===== src/hw/rtl/csn_pkg.sv =====
// ----------------------------------------------------------------------------
// csn_pkg
// Shared constants for the color sensor nearest-color sequencer.
// ----------------------------------------------------------------------------
package csn_pkg;

    // Sizes
    localparam int NUM_REFS   = 6;
    localparam int TIME_BITS  = 25;
    localparam int LEVEL_W    = 18;
    localparam int REF_W      = 3 * LEVEL_W;
    localparam int NAME_W     = 8;
    localparam int NAMES_W    = NUM_REFS * NAME_W;
    localparam int REF_IDX_W  = (NUM_REFS > 1) ? $clog2(NUM_REFS) : 1;
    localparam int CFG_IDX_W  = $clog2(NUM_REFS + 1);
    localparam int CFG_DATA_W = (REF_W > NAMES_W) ? REF_W : NAMES_W;
    localparam int SQ_W       = 2 * LEVEL_W;
    localparam int DIST_W     = SQ_W + 2;

    // Period scaling
    localparam int PERIOD_DIV = 100;
    localparam logic [LEVEL_W-1:0] LEVEL_MAX = {LEVEL_W{1'b1}};

    // Reciprocal of the period scale, rounded up; the product shifted right by
    // DIV_SHIFT is the exact floor quotient for any TIME_BITS-wide dividend
    localparam int DIV_SHIFT   = TIME_BITS + $clog2(PERIOD_DIV);
    localparam int DIV_MAGIC_W = TIME_BITS + 1;
    localparam logic [DIV_MAGIC_W-1:0] DIV_MAGIC =
        DIV_MAGIC_W'(((64'd1 << DIV_SHIFT) + 64'(PERIOD_DIV - 1)) / 64'(PERIOD_DIV));

    // Best-match threshold: squared distance 1000000 (distance 1000)
    localparam logic [DIST_W-1:0] DIST_LIMIT = DIST_W'(1000000);

    // Event kinds
    localparam logic [1:0] FUNC_EDGE   = 2'd0;
    localparam logic [1:0] FUNC_TICK   = 2'd1;
    localparam logic [1:0] FUNC_TOGGLE = 2'd2;

    // Register index of the name codes
    localparam logic [CFG_IDX_W-1:0] CFG_REF_NAMES = CFG_IDX_W'(NUM_REFS);

    // Filter phases
    localparam logic [1:0] PH_RED   = 2'd0;
    localparam logic [1:0] PH_GREEN = 2'd1;
    localparam logic [1:0] PH_BLUE  = 2'd2;

endpackage


===== src/hw/rtl/csn_div100.sv =====
// ----------------------------------------------------------------------------
// csn_div100
// Divide by the period scale through a reciprocal multiply, result registered in
// the cycle after start, with the quotient saturated to the channel level width.
// ----------------------------------------------------------------------------
module csn_div100 (
    input  logic                          aclk,
    input  logic                          aresetn,
    input  logic                          start,
    input  logic [csn_pkg::TIME_BITS-1:0] dividend,
    output logic                          done,
    output logic [csn_pkg::LEVEL_W-1:0]   quotient
);
    import csn_pkg::*;

    localparam int PROD_W = TIME_BITS + DIV_MAGIC_W;
    localparam int Q_W    = PROD_W - DIV_SHIFT;

    logic              done_reg,  done_next;
    logic [PROD_W-1:0] prod_reg,  prod_next;
    logic [Q_W-1:0]    q_full;

    // Multiply by the rounded-up reciprocal on start
    always_comb begin
        done_next = start;
        prod_next = prod_reg;
        if (start) begin
            prod_next = PROD_W'(dividend) * PROD_W'(DIV_MAGIC);
        end
    end

    always_ff @(posedge aclk) begin
        if (!aresetn) begin
            done_reg <= 1'b0;
        end else begin
            done_reg <= done_next;
        end
        prod_reg <= prod_next;
    end

    // Upper product bits are the quotient; clamp to the level range
    assign q_full   = prod_reg[PROD_W-1:DIV_SHIFT];
    assign done     = done_reg;
    assign quotient = (q_full > Q_W'(LEVEL_MAX)) ? LEVEL_MAX : q_full[LEVEL_W-1:0];

endmodule


===== src/hw/rtl/color_sensor_nearest_color_sequencer.sv =====
// ----------------------------------------------------------------------------
// color_sensor_nearest_color_sequencer
// Measures sensor periods, steps the red/green/blue filter phase and picks the
// nearest reference color with one shared subtract/square/accumulate unit.
// ----------------------------------------------------------------------------
// Window tick: 6 refs x 3 channels pass through the 3 steps of the shared
//   square unit, then the output state; new beats wait until it is done.
// An edge beat after a prior edge waits in ST_DIV for the reciprocal divide.
//   Ready is low while a beat is in work or a stalled result blocks the output.
// Reset (aresetn low, synchronous): stopped, red phase, first pass, all
//   channels and reference registers zero, no result pending.
module color_sensor_nearest_color_sequencer (
    input  logic                          aclk,
    input  logic                          aresetn,
    // Configuration write port
    input  logic                          cfg_we,
    input  logic [csn_pkg::CFG_IDX_W-1:0] cfg_addr,
    input  logic [csn_pkg::CFG_DATA_W-1:0] cfg_wdata,
    // Event stream
    input  logic                          s_tvalid,
    output logic                          s_tready,
    input  logic [31:0]                   s_tdata,   // [24:0] capture_time
    input  logic [1:0]                    s_tuser,   // [1:0] func
    // Result stream
    output logic                          m_tvalid,
    input  logic                          m_tready,
    // [1:0] filter_select, [19:2] red_level, [37:20] green_level,
    // [55:38] blue_level, [58:56] color_index, [66:59] color_name
    output logic [71:0]                   m_tdata,
    output logic                          m_tlast    // frame_ready
);
    import csn_pkg::*;

    typedef enum logic [2:0] {
        ST_IDLE,
        ST_DIV,
        ST_DIFF,
        ST_SQ,
        ST_ACC,
        ST_OUT
    } state_t;

    state_t                 state_reg,    state_next;
    logic                   running_reg,  running_next;
    logic [1:0]             phase_reg,    phase_next;
    logic                   first_reg,    first_next;
    logic                   seen_reg,     seen_next;
    logic [TIME_BITS-1:0]   last_reg,     last_next;
    logic [LEVEL_W-1:0]     period_reg,   period_next;
    logic [LEVEL_W-1:0]     level_reg [3];
    logic [LEVEL_W-1:0]     level_next [3];
    logic [REF_W-1:0]       ref_reg [NUM_REFS];
    logic [REF_W-1:0]       ref_next [NUM_REFS];
    logic [NAMES_W-1:0]     names_reg,    names_next;

    // Search unit
    logic [REF_IDX_W-1:0]   k_reg,        k_next;
    logic [1:0]             ch_reg,       ch_next;
    logic [LEVEL_W-1:0]     diff_reg,     diff_next;
    logic [SQ_W-1:0]        sq_reg,       sq_next;
    logic [DIST_W-1:0]      acc_reg,      acc_next;
    logic [DIST_W-1:0]      best_reg,     best_next;
    logic [REF_IDX_W-1:0]   pick_reg,     pick_next;
    logic [1:0]             sel_reg,      sel_next;
    logic                   ready_reg,    ready_next;

    // Output beat
    logic                   mvalid_reg,   mvalid_next;
    logic [71:0]            mdata_reg,    mdata_next;
    logic                   mlast_reg,    mlast_next;

    // Divider
    logic                   div_start;
    logic [TIME_BITS-1:0]   div_dividend;
    logic                   div_done;
    logic [LEVEL_W-1:0]     div_q;

    logic                   in_fire;
    logic [1:0]             in_func;
    logic [TIME_BITS-1:0]   in_time;
    logic [LEVEL_W-1:0]     ref_ch;
    logic [LEVEL_W-1:0]     lvl_ch;
    logic [DIST_W-1:0]      sum;
    logic [1:0]             slot;

    assign s_tready = (state_reg == ST_IDLE);
    assign in_fire  = s_tvalid && s_tready;
    assign in_func  = s_tuser;
    assign in_time  = s_tdata[TIME_BITS-1:0];

    assign m_tvalid = mvalid_reg;
    assign m_tdata  = mdata_reg;
    assign m_tlast  = mlast_reg;

    csn_div100 u_div (
        .aclk     (aclk),
        .aresetn  (aresetn),
        .start    (div_start),
        .dividend (div_dividend),
        .done     (div_done),
        .quotient (div_q)
    );

    // Operand select for the shared unit: red, green, blue of reference k
    always_comb begin
        unique case (ch_reg)
            PH_RED: begin
                ref_ch = ref_reg[k_reg][2*LEVEL_W +: LEVEL_W];
                lvl_ch = level_reg[0];
            end
            PH_GREEN: begin
                ref_ch = ref_reg[k_reg][LEVEL_W +: LEVEL_W];
                lvl_ch = level_reg[1];
            end
            PH_BLUE: begin
                ref_ch = ref_reg[k_reg][0 +: LEVEL_W];
                lvl_ch = level_reg[2];
            end
            default: begin
                ref_ch = '0;
                lvl_ch = '0;
            end
        endcase
    end

    assign sum  = acc_reg + DIST_W'(sq_reg);
    assign slot = (phase_reg == PH_RED) ? PH_BLUE : (phase_reg - 2'd1);

    // Sequencer
    always_comb begin
        state_next   = state_reg;
        running_next = running_reg;
        phase_next   = phase_reg;
        first_next   = first_reg;
        seen_next    = seen_reg;
        last_next    = last_reg;
        period_next  = period_reg;
        level_next   = level_reg;
        ref_next     = ref_reg;
        names_next   = names_reg;
        k_next       = k_reg;
        ch_next      = ch_reg;
        diff_next    = diff_reg;
        sq_next      = sq_reg;
        acc_next     = acc_reg;
        best_next    = best_reg;
        pick_next    = pick_reg;
        sel_next     = sel_reg;
        ready_next   = ready_reg;
        mvalid_next  = mvalid_reg;
        mdata_next   = mdata_reg;
        mlast_next   = mlast_reg;
        div_start    = 1'b0;
        div_dividend = in_time - last_reg;

        // Output beat taken
        if (mvalid_reg && m_tready) begin
            mvalid_next = 1'b0;
        end

        // Configuration writes
        if (cfg_we) begin
            for (int i = 0; i < NUM_REFS; i++) begin
                if (cfg_addr == CFG_IDX_W'(i)) begin
                    ref_next[i] = cfg_wdata[REF_W-1:0];
                end
            end
            if (cfg_addr == CFG_REF_NAMES) begin
                names_next = cfg_wdata[NAMES_W-1:0];
            end
        end

        unique case (state_reg)
            ST_IDLE: begin
                if (in_fire) begin
                    if (in_func == FUNC_TOGGLE) begin
                        running_next = !running_reg;
                    end else if (running_reg && in_func == FUNC_EDGE) begin
                        last_next = in_time;
                        seen_next = 1'b1;
                        if (seen_reg) begin
                            div_start  = 1'b1;
                            state_next = ST_DIV;
                        end
                    end else if (running_reg && in_func == FUNC_TICK) begin
                        level_next[slot] = first_reg ? '0 : period_reg;
                        sel_next         = phase_reg;
                        ready_next       = (phase_reg == PH_RED) && !first_reg;
                        seen_next        = 1'b0;
                        period_next      = '0;
                        phase_next       = (phase_reg == PH_BLUE) ? PH_RED : phase_reg + 2'd1;
                        if (phase_reg == PH_BLUE) begin
                            first_next = 1'b0;
                        end
                        k_next     = '0;
                        ch_next    = PH_RED;
                        acc_next   = '0;
                        best_next  = DIST_LIMIT;
                        pick_next  = '0;
                        state_next = ST_DIFF;
                    end
                end
            end
            ST_DIV: begin
                if (div_done) begin
                    period_next = div_q;
                    state_next  = ST_IDLE;
                end
            end
            ST_DIFF: begin
                diff_next  = (ref_ch > lvl_ch) ? (ref_ch - lvl_ch) : (lvl_ch - ref_ch);
                state_next = ST_SQ;
            end
            ST_SQ: begin
                sq_next    = diff_reg * diff_reg;
                state_next = ST_ACC;
            end
            ST_ACC: begin
                state_next = ST_DIFF;
                if (ch_reg == PH_BLUE) begin
                    // strict compare keeps the earlier reference on a tie
                    if (sum < best_reg) begin
                        best_next = sum;
                        pick_next = k_reg;
                    end
                    acc_next = '0;
                    ch_next  = PH_RED;
                    if (k_reg == REF_IDX_W'(NUM_REFS - 1)) begin
                        state_next = ST_OUT;
                    end else begin
                        k_next = k_reg + 1'b1;
                    end
                end else begin
                    acc_next = sum;
                    ch_next  = ch_reg + 2'd1;
                end
            end
            ST_OUT: begin
                if (!mvalid_reg || m_tready) begin
                    mvalid_next = 1'b1;
                    mlast_next  = ready_reg;
                    mdata_next  = {5'd0,
                                   names_reg[pick_reg*NAME_W +: NAME_W],
                                   pick_reg,
                                   level_reg[2], level_reg[1], level_reg[0],
                                   sel_reg};
                    state_next  = ST_IDLE;
                end
            end
            default: begin
                state_next = ST_IDLE;
            end
        endcase
    end

    always_ff @(posedge aclk) begin
        if (!aresetn) begin
            state_reg   <= ST_IDLE;
            running_reg <= 1'b0;
            phase_reg   <= PH_RED;
            first_reg   <= 1'b1;
            seen_reg    <= 1'b0;
            last_reg    <= '0;
            period_reg  <= '0;
            for (int i = 0; i < 3; i++) begin
                level_reg[i] <= '0;
            end
            for (int i = 0; i < NUM_REFS; i++) begin
                ref_reg[i] <= '0;
            end
            names_reg   <= '0;
            mvalid_reg  <= 1'b0;
        end else begin
            state_reg   <= state_next;
            running_reg <= running_next;
            phase_reg   <= phase_next;
            first_reg   <= first_next;
            seen_reg    <= seen_next;
            last_reg    <= last_next;
            period_reg  <= period_next;
            level_reg   <= level_next;
            ref_reg     <= ref_next;
            names_reg   <= names_next;
            mvalid_reg  <= mvalid_next;
        end
        k_reg     <= k_next;
        ch_reg    <= ch_next;
        diff_reg  <= diff_next;
        sq_reg    <= sq_next;
        acc_reg   <= acc_next;
        best_reg  <= best_next;
        pick_reg  <= pick_next;
        sel_reg   <= sel_next;
        ready_reg <= ready_next;
        mdata_reg <= mdata_next;
        mlast_reg <= mlast_next;
    end

endmodule


===== config.mk =====
export PLATFORM = sky130hd
export DESIGN_NAME = color_sensor_nearest_color_sequencer
export DESIGN_NICKNAME = d
export VERILOG_FILES = /design/src/hw/rtl/csn_pkg.sv /design/src/hw/rtl/csn_div100.sv /design/src/hw/rtl/color_sensor_nearest_color_sequencer.sv
export SDC_FILE = /design/constraint.sdc
export NUM_CORES = 2
export LEC_CHECK = 0
export BUFFER_PORTS_ARGS = -buffer_cell sky130_fd_sc_hd__buf_4
export CAP_MARGIN = 15
export CORE_MARGIN = 1.5
export CORE_UTILIZATION = 25
export CTS_BUF_LIST = sky130_fd_sc_hd__clkbuf_16
export DETAILED_ROUTE_END_ITERATION = 10
export GPL_TIMING_DRIVEN = 0
export PLACE_DENSITY = 0.36
export RECOVER_POWER = 100
export SLEW_MARGIN = 20
export SYNTH_ARGS = -nofsm -noshare
export SYNTH_HDL_FRONTEND = slang
export SYNTH_HIERARCHICAL = 1
export SYNTH_SLANG_ARGS = --single-unit
export TNS_END_PERCENT = 20

===== constraint.sdc =====
create_clock -name aclk -period 18.5 [get_ports aclk]
set_clock_uncertainty 0.05 [all_clocks]
set_input_delay 3.7 -clock aclk [delete_from_list [all_inputs] [get_ports aclk]]
set_output_delay 3.7 -clock aclk [all_outputs]
set_load 0.01 [all_outputs]

After elaboration in Yosys (flattened, before gate mapping)
Index checks and enable logic that the tools add are counted.
W data, S select, Z words.
- add/subtract/negate cells: 8
- $mul: 2
- $lt $le $gt $ge: 6
- equality and inequality tests: 28
- shift-type cells: 1
- multiplexer cells: 68
- bitwise logic cells: 4
- reductions and logical operators: 36
- operators by type and width (cell ; count):
    $mux W38 ; 11
    $bmux W54 S3 ; 1
    $mux W18 ; 9
    $pmux W38 S2 ; 2
    $mux W54 ; 2
    $pmux W18 S3 ; 2
    $bwmux W54 ; 1
    $mul A25 B26 Y51 const B ; 1
    $mux W3 ; 17
    $shiftx A48 B7 Y8 ; 1
    $add A38 B36 Y38 ; 1
    $lt A38 B38 Y1 ; 1
    $demux W18 S2 ; 1
    $mul A18 B18 Y36 ; 1
    $pmux W18 S2 ; 1
    $sub A18 B18 Y18 ; 2
    $sub A25 B25 Y25 ; 1
    $gt A19 B18 Y1 const B ; 1
    $eq A3 B3 Y1 const B ; 6
    $gt A18 B18 Y1 ; 1
    $pmux W3 S6 ; 1
    $reduce_and A6 Y1 ; 3
    $reduce_and A2 Y1 ; 8
    $mux W2 ; 7
    other kinds (30) ; 71
- flip-flop bits (word level): 739
- input port bits: 96
- output and inout port bits: 75
- word-level logic and storage cells: 184

Depth between registers and ports, before layout
- depth after elaboration: 8
- depth in mapped cells: 34
- gate-level depth less buffers: 33

Modules after synthesis
The synthesis kept the hierarchy.
- by module, submodules not included (module ; instances ; cells each ; area each (um^2) ; sequential area each (um^2)):
    color_sensor_nearest_color_sequencer ; 1 ; 4802 ; 43181.4 ; 15815.2
    csn_div100 ; 1 ; 1154 ; 11335.9 ; 590.6

Worst setup path before layout
No wires, ideal clock.
- path kind: input to register
- start: input s_tdata[0]
- end: register u_div.prod_reg[44], data pin
- setup time: 0.258 ns
- arrival: 11.056 ns
- required time: 18.192 ns
- slack: 7.136 ns
- stages on the path: 31
- buffers on the path: 0
- cell sequence: inv_1 -> ha_1 -> fa_1 -> nor2b_1 -> o21ai_1 -> a21boi_1 -> o21a_1 -> o41a_1 -> xor2_1 -> inv_1 -> fa_1 -> fa_1 -> inv_1 -> fa_1 -> inv_1 -> fa_1 -> inv_1 -> fa_1 -> fa_1 -> inv_1 -> fa_1 -> inv_1 -> ha_1 -> nand4_1 -> nor2_1 -> nand4_1 -> o211ai_2 -> a311oi_2 -> o21ai_2 -> a41oi_2 -> xnor2_1
- cells in the longest elaborated chain, start to end: 2
- ends and longest elaborated chain (item ; RTL line ; RTL):
    start, declared ; color_sensor_nearest_color_sequencer.sv:22 ; input logic [31:0] s_tdata,
    $sub A25 B25 Y25 ; color_sensor_nearest_color_sequencer.sv:154 ; div_dividend = in_time - last_reg;
    net div_dividend[8] ; color_sensor_nearest_color_sequencer.sv:74 ; logic [TIME_BITS-1:0] div_dividend;
    $mul A25 B26 Y51 ; csn_div100.sv:28 ; prod_next = PROD_W'(dividend) * PROD_W'(DIV_MAGIC);
    end signal, assigned ; csn_div100.sv:38 ; prod_reg <= prod_next;
    end, declared ; csn_div100.sv:20 ; logic [PROD_W-1:0] prod_reg, prod_next;
The timed path passes the listed nets, and every way through them passes these cells.
A chain may end at the register's enable or synchronous reset.

Final worst setup path
- start: input s_tdata[3]
- end: register u_div.prod_reg[46], data pin
Same word-level chain as after synthesis.

==> impl_metrics.toml <==
[synth]
async_reset_ff_share_pct = 0
ys_seq_area_share_pct = 30.1
synth_top_flop_cell = "dfxtp_1"
synth-seq-cells = 706
synthTopCellsByArea = "dfxtp_1 (18%), fa_1 (16%), edfxtp_1 (13%), ha_1 (12%), nand2_1 (8.0%)"
synth_most_common_cell = "nand2_1"
synthesis.area_um2 = 54500
synth_edf_count = 227
yosys.area.top_type = "dfxtp_1"
synthTopCellsByCount = "nand2_1 (1155), inv_1 (852), ha_1 (519)"
synth_cell_types = 89
syn_inst = 5956
synth_top_cell_area_share_pct = 17.6
yosysWarningCount = 6
syn_area_per_cell_um2 = 9.15

[worst_setup_path]
critical-path-max-stage-delay_ns = 0.77
path_delay_family = "compound AO/OA/AOI/OAI gates"
worst-path-stages = 30
crit_top_cell = "fa_1"
worstRegToRegCells = 30
crit_buf_inv = 5
cp_data_arrival_time_ns = 13.43
cp-end-kind = "flop"
worstSetupStartpointType = "input pin"
worstPathMaxFanout = 7
required_ns = 18.88
slowest_stage = "xor2_1"
worst-setup-path-type = "in2reg"

[drt]
vias = 41500
detail-route-antenna-nets = 0
wl_per_cell_um = 21.4
wl_met2_mm = 94.4
dr.pass1.iters = 6
routed.top_layer = "met4"
wl_mm = 196
wl_met3_mm = 6.00
wl_met1_mm = 89.2
remaining_drc_errors = 0
vias_per_cell = 4.53
dr.first_iter.drc_count = 2639

[run]
maxCapViolCount = 3

[outcome]
violations = "capacitance limit, slew limit"
status = "finished, violations left"

[clocking]
path_clk_slew_ns = 0.06
cts.sinks = 706
cts_buffers = 92
cts.htree.levels = 3
clockBufferDepth = 3
cts_hold_buf = 0
worstSkewPairLatency_ns = 0.77
post_cts_buffers = 0
cts-root-buf = "clkbuf_16"
cts_resized = 0
cts_tree = "yes"

[final_layout]
largest_register_ff_count = 324
drive_gt1_share_pct = 6.03
syn2layout_area_growth_pct = 14.3
fill_cells = 23300
nets = 7284
multiInputGateArea_um2 = 33800
register_area_um2 = 16400

[floorplanning]
io_pins = 171
dieArea_um2 = 221000
num_rows = 171
dieHeight_um = 470
die_x_um = 470
start_util_pct = 25.1
coreArea_um2 = 217000

[placed_design]
port_buffers = 156
gp_congestion = 0.893
dp_hpwl_mm = 157

[timing]
worst_pin_slew_ns = 2.84
hold_violations = 0
timing.slew.headroom_pct = -89.6
rsz0062_at_grt = "false"
tns_ns = 0
max_freq_mhz = 76.6
period_minus_slack_ns = 13.06
slew_viol_final = 97
finalSetupViolCount = 0
fin_crit_sh_pct = 70.6

[grt]
grt_usage_pct = 17.6
grt_pass1_wl_mm = 290
antenna_found_initial = 6
grt_overflow = 0
grt_pass1_vias = 42500
grt_max_degree = 50

[hold_path]
worstHoldPathType = "reg2reg"
whs_path_depth = 2
## stage by stage
| step | instance area, µm² | instances | worst slack, ns | hold WS, ns | util, % |
|---|---|---|---|---|---|
| global placement | 59300 | 8970 | 2.03 | 0.398 | 27.3 |
| finish | 62300 | 9163 | 5.44 | 0.410 | 28.7 |
| detailed placement | 59700 | 8988 | 5.04 | 0.403 | 27.5 |
| global route | 62300 | 9160 | 4.95 | 0.429 | 28.7 |
| CTS | 62800 | 9160 | 5.80 | 0.414 | 29.0 |
| floorplan | 54500 | 5960 | 7.14 | 0.350 | - |
## layer usage
layer | vias up | track usage (%)
li1 | 20100 | -
met1 | 20400 | 23.3
met2 | 745 | 30.2
met3 | 219 | 1.71
met4 | 0 | 5.13
met5 | - | 0
## placed cells by master, fill, tap and decap left out, drive strengths merged, types with 91 or more instances in the layout
master and n:
nand2 1155, inv 875, ha 519, dfxtp 479
a21boi 443, fa 441, clkbuf 440, edfxtp 227
a21oi 186, nor2 168, o21ai 150, and2 132
buf 114, a21o 101, nand3 91
## area by class of cell
type                            instances  share of cell area, %
Tap cell                             2854                   5.73
Clock buffer                           93                   3.74
Timing Repair Buffer                  174                   1.67
Inverter                              854                   5.15
Buffer                                287                   1.83
Antenna cell                            3                 0.0121
Multi-Input combinational cell       4113                   54.3
Clock inverter                         79                   1.24
Sequential cell                       706                   26.3
## worst reg2reg max path: cells and delay by family (launching register included)
| kind | cells | cell delay [ns] |
|---|---|---|
| buf+inv | 5 | 0.35 |
| simple gates | 2 | 0.64 |
| fa+ha+maj | 8 | 3.51 |
| flops | 1 | 0.32 |
| xor+xnor | 2 | 0.97 |
| compound gates | 13 | 4.07 |
## final timing paths
kind,from,end,slack (ns)
worst min-delay path,ref_reg[154],ref_reg[154],0.41
worst min register to register,ref_reg[154],ref_reg[154],0.41
worst max-delay path,s_tdata[3],u_div/prod_reg[46],5.44
worst max register to register,last_reg[3],u_div/prod_reg[46],8.23
## cell families after synthesis
kind of cell / after synthesis / synth area share [%]
AOI/OAI and AO/OA: 1149 / 14.7
xor gates and xnor gates: 129 / 2.07
adders and majority gates: 960 / 28.1
buffers and inverters: 1141 / 8.01
DFF: 706 / 30.1
muxes: 108 / 3.05
other: 1 / 0.00688
and+or+nand+nor: 1762 / 14.0
Power is left out: the tool's default activity adds up to more than one toggle a clock period on the data nets, which glitch-free logic cannot reach.
